## src/rtl/b2d_pkg.sv

```systemverilog
// ----------------------------------------------------------------------------
// b2d_pkg
// Shared constants and types for the binary to decimal digit converter.
// ----------------------------------------------------------------------------
package b2d_pkg;

	localparam int VALUE_BITS = 64;
	localparam int MAX_DIGITS = 20;
	localparam int DIGIT_W    = 4;
	localparam int CHAR_W     = 6;
	localparam int CNT_W      = 5;
	// shift-add-3 passes per pipeline stage
	localparam int BITS_PER_STAGE = 4;
	localparam int NUM_STAGES = (VALUE_BITS + BITS_PER_STAGE - 1) / BITS_PER_STAGE;
	localparam logic [CHAR_W-1:0] ASCII_ZERO = 6'd48;

	typedef logic [MAX_DIGITS*DIGIT_W-1:0] bcd_t;

	// One double-dabble step: add 3 to every digit above 4, then shift in one bit.
	function automatic bcd_t dabble(input bcd_t b, input logic bit_in);
		bcd_t t;
		t = b;
		for (int i = 0; i < MAX_DIGITS; i++) begin
			if (t[i*DIGIT_W +: DIGIT_W] > 4'd4)
				t[i*DIGIT_W +: DIGIT_W] = t[i*DIGIT_W +: DIGIT_W] + 4'd3;
		end
		return {t[MAX_DIGITS*DIGIT_W-2:0], bit_in};
	endfunction

endpackage

```

## src/rtl/b2d_if.sv

```systemverilog
// ----------------------------------------------------------------------------
// b2d_in_if / b2d_out_if
// Valid/ready channels for input values and output digit words.
// ----------------------------------------------------------------------------
interface b2d_in_if;
	logic                            valid;
	logic                            ready;
	logic [b2d_pkg::VALUE_BITS-1:0]  value;
	modport source (output valid, output value, input ready);
	modport sink   (input valid, input value, output ready);
endinterface

interface b2d_out_if;
	logic                        valid;
	logic                        ready;
	logic [b2d_pkg::CHAR_W-1:0]  digit_char;
	logic                        last_digit;
	modport source (output valid, output digit_char, output last_digit, input ready);
	modport sink   (input valid, input digit_char, input last_digit, output ready);
endinterface

```

## src/rtl/b2d_pipe.sv

```systemverilog
// ----------------------------------------------------------------------------
// b2d_pipe
// Double-dabble conversion pipeline, four bits per stage, stall by enable.
// ----------------------------------------------------------------------------
module b2d_pipe (
	input  logic                            clk,
	input  logic                            arst_n,
	input  logic                            in_valid,
	output logic                            in_ready,
	input  logic [b2d_pkg::VALUE_BITS-1:0]  in_value,
	output logic                            out_valid,
	input  logic                            out_ready,
	output b2d_pkg::bcd_t                   out_bcd
);
	localparam int N = b2d_pkg::NUM_STAGES;
	localparam int PAD = N * b2d_pkg::BITS_PER_STAGE;

	logic [N-1:0]          vld_s;
	b2d_pkg::bcd_t         bcd_s [N];
	logic [PAD-1:0]        bin_s [N];
	logic                  adv;
	b2d_pkg::bcd_t         nxt   [N];
	logic [PAD-1:0]        nbin  [N];

	// whole pipe moves together; bubbles are squeezed only at the tail
	assign adv = !vld_s[N-1] || out_ready;
	assign in_ready = adv;
	assign out_valid = vld_s[N-1];
	assign out_bcd = bcd_s[N-1];

	always_comb begin
		b2d_pkg::bcd_t b;
		logic [PAD-1:0] v;
		for (int s = 0; s < N; s++) begin
			if (s == 0) begin
				b = '0;
				v = PAD'(in_value);
			end else begin
				b = bcd_s[s-1];
				v = bin_s[s-1];
			end
			for (int k = 0; k < b2d_pkg::BITS_PER_STAGE; k++) begin
				b = b2d_pkg::dabble(b, v[PAD-1]);
				v = {v[PAD-2:0], 1'b0};
			end
			nxt[s] = b;
			nbin[s] = v;
		end
	end

	always_ff @(posedge clk or negedge arst_n) begin
		if (!arst_n) begin
			vld_s <= '0;
		end else if (adv) begin
			vld_s <= {vld_s[N-2:0], in_valid};
		end
	end

	always_ff @(posedge clk) begin
		if (adv) begin
			for (int s = 0; s < N; s++) begin
				bcd_s[s] <= nxt[s];
				bin_s[s] <= nbin[s];
			end
		end
	end

	a_hold: assert property (@(posedge clk) disable iff (!arst_n)
		out_valid && !out_ready |=> out_valid && $stable(out_bcd))
		else $error("pipe output changed while stalled");
	a_fill: assert property (@(posedge clk) disable iff (!arst_n)
		in_valid && in_ready |=> vld_s[0])
		else $error("accepted value lost at first stage");
	a_digits: assert property (@(posedge clk) disable iff (!arst_n)
		out_valid |-> out_bcd[b2d_pkg::DIGIT_W-1:0] <= 4'd9)
		else $error("non-decimal digit");
endmodule

```

## src/rtl/binary_to_decimal_digits.sv

```systemverilog
// ----------------------------------------------------------------------------
// binary_to_decimal_digits
// Unsigned 64-bit binary to ASCII decimal digits, most significant first.
// ----------------------------------------------------------------------------
// channel  dir  payload                   handshake
// inp      in   value[63:0]               valid/ready
// outp     out  digit_char[5:0],last_digit valid/ready
//
// Conversion runs in a 16-stage double-dabble pipeline (4 bits per stage).
// The serializer then emits one word per cycle while outp.ready is high: an item
// of n digits (1 to 20) gives n words at the output, which sets the sustained rate.
// The pipeline keeps filling while the serializer drains one number.
// Reset clears all valid bits; stalls on either side lose nothing.
module binary_to_decimal_digits (
	input  logic       clk,
	input  logic       arst_n,
	b2d_in_if.sink     inp,
	b2d_out_if.source  outp
);
	localparam int DW = b2d_pkg::DIGIT_W;
	localparam int CW = b2d_pkg::CNT_W;

	logic           p_valid, p_ready;
	b2d_pkg::bcd_t  p_bcd;
	b2d_pkg::bcd_t  sh_q;
	logic [CW-1:0]  left_q;
	logic           busy_q;
	logic [CW-1:0]  top_idx;

	b2d_pipe u_pipe (
		.clk      (clk),
		.arst_n   (arst_n),
		.in_valid (inp.valid),
		.in_ready (inp.ready),
		.in_value (inp.value),
		.out_valid(p_valid),
		.out_ready(p_ready),
		.out_bcd  (p_bcd)
	);

	// index of highest nonzero digit (zero value gives 0)
	always_comb begin
		top_idx = '0;
		for (int i = 0; i < b2d_pkg::MAX_DIGITS; i++) begin
			if (p_bcd[i*DW +: DW] != '0)
				top_idx = CW'(i);
		end
	end

	logic fin;
	assign fin = busy_q && outp.ready && left_q == '0;
	assign p_ready = !busy_q || fin;

	always_ff @(posedge clk or negedge arst_n) begin
		if (!arst_n) begin
			busy_q <= 1'b0;
			left_q <= '0;
		end else if (p_valid && p_ready) begin
			busy_q <= 1'b1;
			left_q <= top_idx;
		end else if (fin) begin
			busy_q <= 1'b0;
		end else if (busy_q && outp.ready) begin
			left_q <= left_q - 1'b1;
		end
	end

	// MS digit aligned to the top of sh_q
	always_ff @(posedge clk) begin
		if (p_valid && p_ready) begin
			sh_q <= p_bcd << (DW * (b2d_pkg::MAX_DIGITS - 1 - int'(top_idx)));
		end else if (busy_q && outp.ready) begin
			sh_q <= sh_q << DW;
		end
	end

	assign outp.valid = busy_q;
	assign outp.digit_char = b2d_pkg::ASCII_ZERO +
		b2d_pkg::CHAR_W'(sh_q[b2d_pkg::MAX_DIGITS*DW-1 -: DW]);
	assign outp.last_digit = left_q == '0;

	a_cnt: assert property (@(posedge clk) disable iff (!arst_n)
		busy_q && outp.ready && left_q != '0 |=> busy_q && left_q == $past(left_q) - 1'b1)
		else $error("digit count skipped");
	a_take: assert property (@(posedge clk) disable iff (!arst_n)
		p_valid && p_ready |=> busy_q)
		else $error("number not loaded");
	a_range: assert property (@(posedge clk) disable iff (!arst_n)
		busy_q |-> left_q < 5'd20)
		else $error("digit count out of range");
endmodule

```

## src/flat_wrapper.sv

```systemverilog
// flat-port wrapper written by rule: the top's interface ports become plain ports
module binary_to_decimal_digits_flat 
  (clk, arst_n, inp_valid, inp_value, inp_ready, outp_valid, outp_digit_char, outp_last_digit, outp_ready);
  b2d_in_if inp_i ();
  b2d_out_if outp_i ();
  input  logic clk;
  input  logic arst_n;
  input wire logic [$bits(inp_i.valid)-1:0] inp_valid;
  input wire logic [$bits(inp_i.value)-1:0] inp_value;
  output wire logic [$bits(inp_i.ready)-1:0] inp_ready;
  output wire logic [$bits(outp_i.valid)-1:0] outp_valid;
  output wire logic [$bits(outp_i.digit_char)-1:0] outp_digit_char;
  output wire logic [$bits(outp_i.last_digit)-1:0] outp_last_digit;
  input wire logic [$bits(outp_i.ready)-1:0] outp_ready;
  assign inp_i.valid = inp_valid;
  assign inp_i.value = inp_value;
  assign inp_ready = inp_i.ready;
  assign outp_valid = outp_i.valid;
  assign outp_digit_char = outp_i.digit_char;
  assign outp_last_digit = outp_i.last_digit;
  assign outp_i.ready = outp_ready;
  binary_to_decimal_digits u_core (.clk(clk), .arst_n(arst_n), .inp(inp_i), .outp(outp_i));
endmodule
```

## config.mk

```make
export PLATFORM = sky130hd
export DESIGN_NAME = binary_to_decimal_digits_flat
export DESIGN_NICKNAME = d
export VERILOG_FILES = /design/src/rtl/b2d_pkg.sv /design/src/rtl/b2d_if.sv /design/src/rtl/b2d_pipe.sv /design/src/rtl/binary_to_decimal_digits.sv /design/src/flat_wrapper.sv
export SDC_FILE = /design/constraint.sdc
export NUM_CORES = 2
export LEC_CHECK = 0
export BUFFER_PORTS_ARGS = -buffer_cell sky130_fd_sc_hd__buf_2
export CAP_MARGIN = 25
export CORE_MARGIN = 2
export CORE_UTILIZATION = 40
export DETAILED_ROUTE_END_ITERATION = 8
export PLACE_DENSITY = 0.56
export SLEW_MARGIN = 0
export SYNTH_ARGS = -nofsm -noshare
export SYNTH_HDL_FRONTEND = slang
export SYNTH_SLANG_ARGS = --single-unit
export TNS_END_PERCENT = 50
```

## constraint.sdc

```tcl
create_clock -name clk -period 48.8 [get_ports clk]
set_input_delay 2.44 -clock clk [delete_from_list [all_inputs] [get_ports clk]]
set_output_delay 2.44 -clock clk [all_outputs]
set_load 0.05 [all_outputs]
```

==> summary.txt <==
CTS
  – Root Buffer: clkbuf_16
  – Hold_buf cts: 0
  – Worst-Skew Late Latency: 0.85 ns
  – Clock slew at reported path FFs: 0.05 ns
  – Post CTS Setup Buffer Count: 0
  – H-Tree Level Count: 4
  – Clock buffer count from CTS: 170
  – CTS sink count: 1,292
  – Clk buf depth: 4
  – Post_cts resized: 0
  – CTS tree: built

Floorplan
  – Core ar.: 259,000 µm²
  – Die Span X: 514 µm
  – Starting Density: 40.2%
  – Die H: 514 µm
  – Row cnt: 187
  – IO Pins: 77
  – Die area: 264,000 µm²

Placed design
  – Placed Area: 108,000 µm²
  – Dpl hpwl: 143,000 µm
  – DP Cell Count: 13,800
  – GP Congestion: 0.861
  – IO Port Bufs: 74

Finish
  – Area Overhead vs Synth: 9.42%
  – Register area: 38,700 µm²
  – Layout cells sized above 1: 11.4%
  – Fill cell count: 24,000
  – Area of the multi-input gates: 61,800 µm²
  – Final Cell Area: 114,000 µm²
  – Non-Filler Instances: 14,100
  – Final net count: 11,700

Logic synthesis
  – Synthesized flop and latch total: 1,292
  – Main synth FF type: edfxtp_1
  – Library cells used by synthesis: 92
  – Mapped Cells: 10,400
  – Post-Syn Area: 104,000 µm²
  – Yosys warns: 0
  – Dominant cells by area after synthesis: edfxtp_1 37%, ha_1 12%, mux2_2 7.1%, mux2i_1 6.9%, a21oi_1 5.8%
  – Register area share after synthesis: 37.2%
  – Area leader, netlist: edfxtp_1
  – Mapped Avg Cell Area: 9.98 µm²
  – Post-synth top area share: 36.7%
  – Ys async rst share: 1.70%
  – Number of flops mapped to enable cells by yosys: 1,270

Worst hold path
  – Type of the most critical hold path: reg -> reg

STA
  – Worst-margin pin slew: 0.990 ns
  – Final setup violation count: 0
  – Fin crit share: 16.2%
  – Unrepaired setup endpoints after global routing: false
  – Setup TNS: 0 ns
  – Max transition margin: 34.0%
  – Clock skew: 0.0849 ns
  – FMAX: 126 MHz
  – Final hold violations: 0
  – Hold Worst Slack: 0.366 ns
  – Slew Limit Fails: 0
  – Fin crit period: 7.92 ns

Run status
  – Status: completed

GRT
  – Vias in the first global route: 74,900
  – Largest net degree at the start of global routing: 84
  – Initial antenna violation count: 1
  – Global-route total usage across every layer: 14.4%
  – Overflow after GRT: 0
  – First-pass GRT wire length: 334,000 µm

Detailed routing
  – Wire length per cell: 13.8 µm
  – Routed via count: 75,700
  – DRT Pass-1 Iters: 5
  – Starting DRC count in detailed routing: 3,259
  – Routed WL: 194,000 µm
  – Post-DR vias/cell: 5.36
  – DRC violations left: 0
  – Final antenna-violating net count: 0

Worst setup path
  – Worst Setup Start Kind: primary input
  – Critical Path Sink Type: flop
  – CP Max Fanout: 66
  – Crit path DAT: 8.36 ns
  – Setup CP Type: in -> reg
  – CP Data Required Time: 49.25 ns

Run
  – Max cap viols: 0
-- placed cells by master (no fill, tap or decap), types with 186 or more instances in the layout --
master and count:
a21oi_1 1201, edfxtp_1 1270, ha_1 1006, inv_1 786
mux2_2 658, mux2i_1 714, nand2_1 465, nand2b_1 294
nor2_1 772, nor3_1 186, o21ai_0 640, xnor2_1 403
xor2_1 271
-- cells in the mapped netlist, drive strengths merged (30+ instances only) --
cell type	count
edfxtp	1270
a21oi	1203
ha	1006
inv	786
nor2	775
mux2i	714
mux2	659
o21ai	659
nand2	469
xnor2	404
nand2b	295
xor2	271
nor3	188
o21bai	142
o22ai	123
nor3b	116
o21a	104
or2	95
a21o	91
clkbuf	79
nor2b	79
a22oi	72
nand3	69
o21ba	69
a21boi	60
o211ai	51
nand3b	38
buf	37
o41ai	37
a211o	36
o2bb2ai	36
nor4	35
a221oi	34
a31oi	34
o31ai	30
-- flip-flops by register name (all words and copies together) (netlist names) --
name / cells
u_core.outp.valid: 1
u_core.sh_q: 80
u_core.u_pipe.bcd_s: 710
u_core.left_q: 5
u_core.u_pipe.vld_s: 16
u_core.u_pipe.bin_s: 480
-- critical path, stage by stage --
cell and delay [ns]:
buf_2 0.11, a21boi_0 0.20, nand2_4 0.44, buf_4 0.49
buf_4 0.64, buf_4 0.68, buf_4 0.80, buf_4 0.73
buf_4 0.75, buf_4 0.73
-- kinds of logic after synthesis --
logic type      synth area share, %
mux                            14.0
fa+ha+maj                      12.1
compound gates                 17.1
flops                          37.2
other cells                 0.00361
simple gates                   10.5
xor+xnor                       5.69
buf+inv                        3.40
-- path summary, 6_finish.rpt --
| kind | cells after the start | to | slack, ns | start |
|---|---|---|---|---|
| max | 10 | u_core.u_pipe.bin_s[0][226] | 40.88 | outp_ready |
| min | 0 | u_core.u_pipe.bin_s[0][116] | 0.37 | u_core.u_pipe.bin_s[0][52] |
| max reg2reg | 12 | u_core.u_pipe.bin_s[0][226] | 41.40 | u_core.left_q[0] |
| min reg2reg | 0 | u_core.u_pipe.bin_s[0][116] | 0.37 | u_core.u_pipe.bin_s[0][52] |
| max in group asynchronous | 1 | u_core.u_pipe.vld_s[8] | 46.87 | arst_n |
| min in group asynchronous | 1 | u_core.u_pipe.vld_s[3] | 1.59 | arst_n |
-- stage by stage --
stage / util (%) / setup WS, ns
4_1_cts: 43.9 / 40.72
5_1_grt: 43.9 / 40.33
2_1_floorplan: - / 8.68
3_3_place_gp: 41.8 / 39.89
6_report: 43.9 / 40.88
3_5_place_dp: 41.8 / 39.81
-- layer usage --
| layer | wire, µm | global-route usage, % | vias up |
|---|---|---|---|
| met3 | 6060 | 1.97 | 294 |
| met1 | 82500 | 16.0 | 35800 |
| met2 | 101000 | 27.9 | 754 |
| met5 | 0 | 0 | - |
| met4 | 5020 | 4.38 | 0 |
| li1 | - | - | 38800 |
-- layout make-up --
cell class,count,share of cell area [%]
antenna,1,0.00220
inverter,787,2.60
multi-input combinational,8231,54.3
clock inverter,94,0.848
clock buffer,204,3.93
timing repair buffer,107,0.561
tap,3402,3.74
sequential,1292,34.0
Power is not shown: default switching activity piles up to over one toggle a cycle in this logic, so the estimate is an artifact.
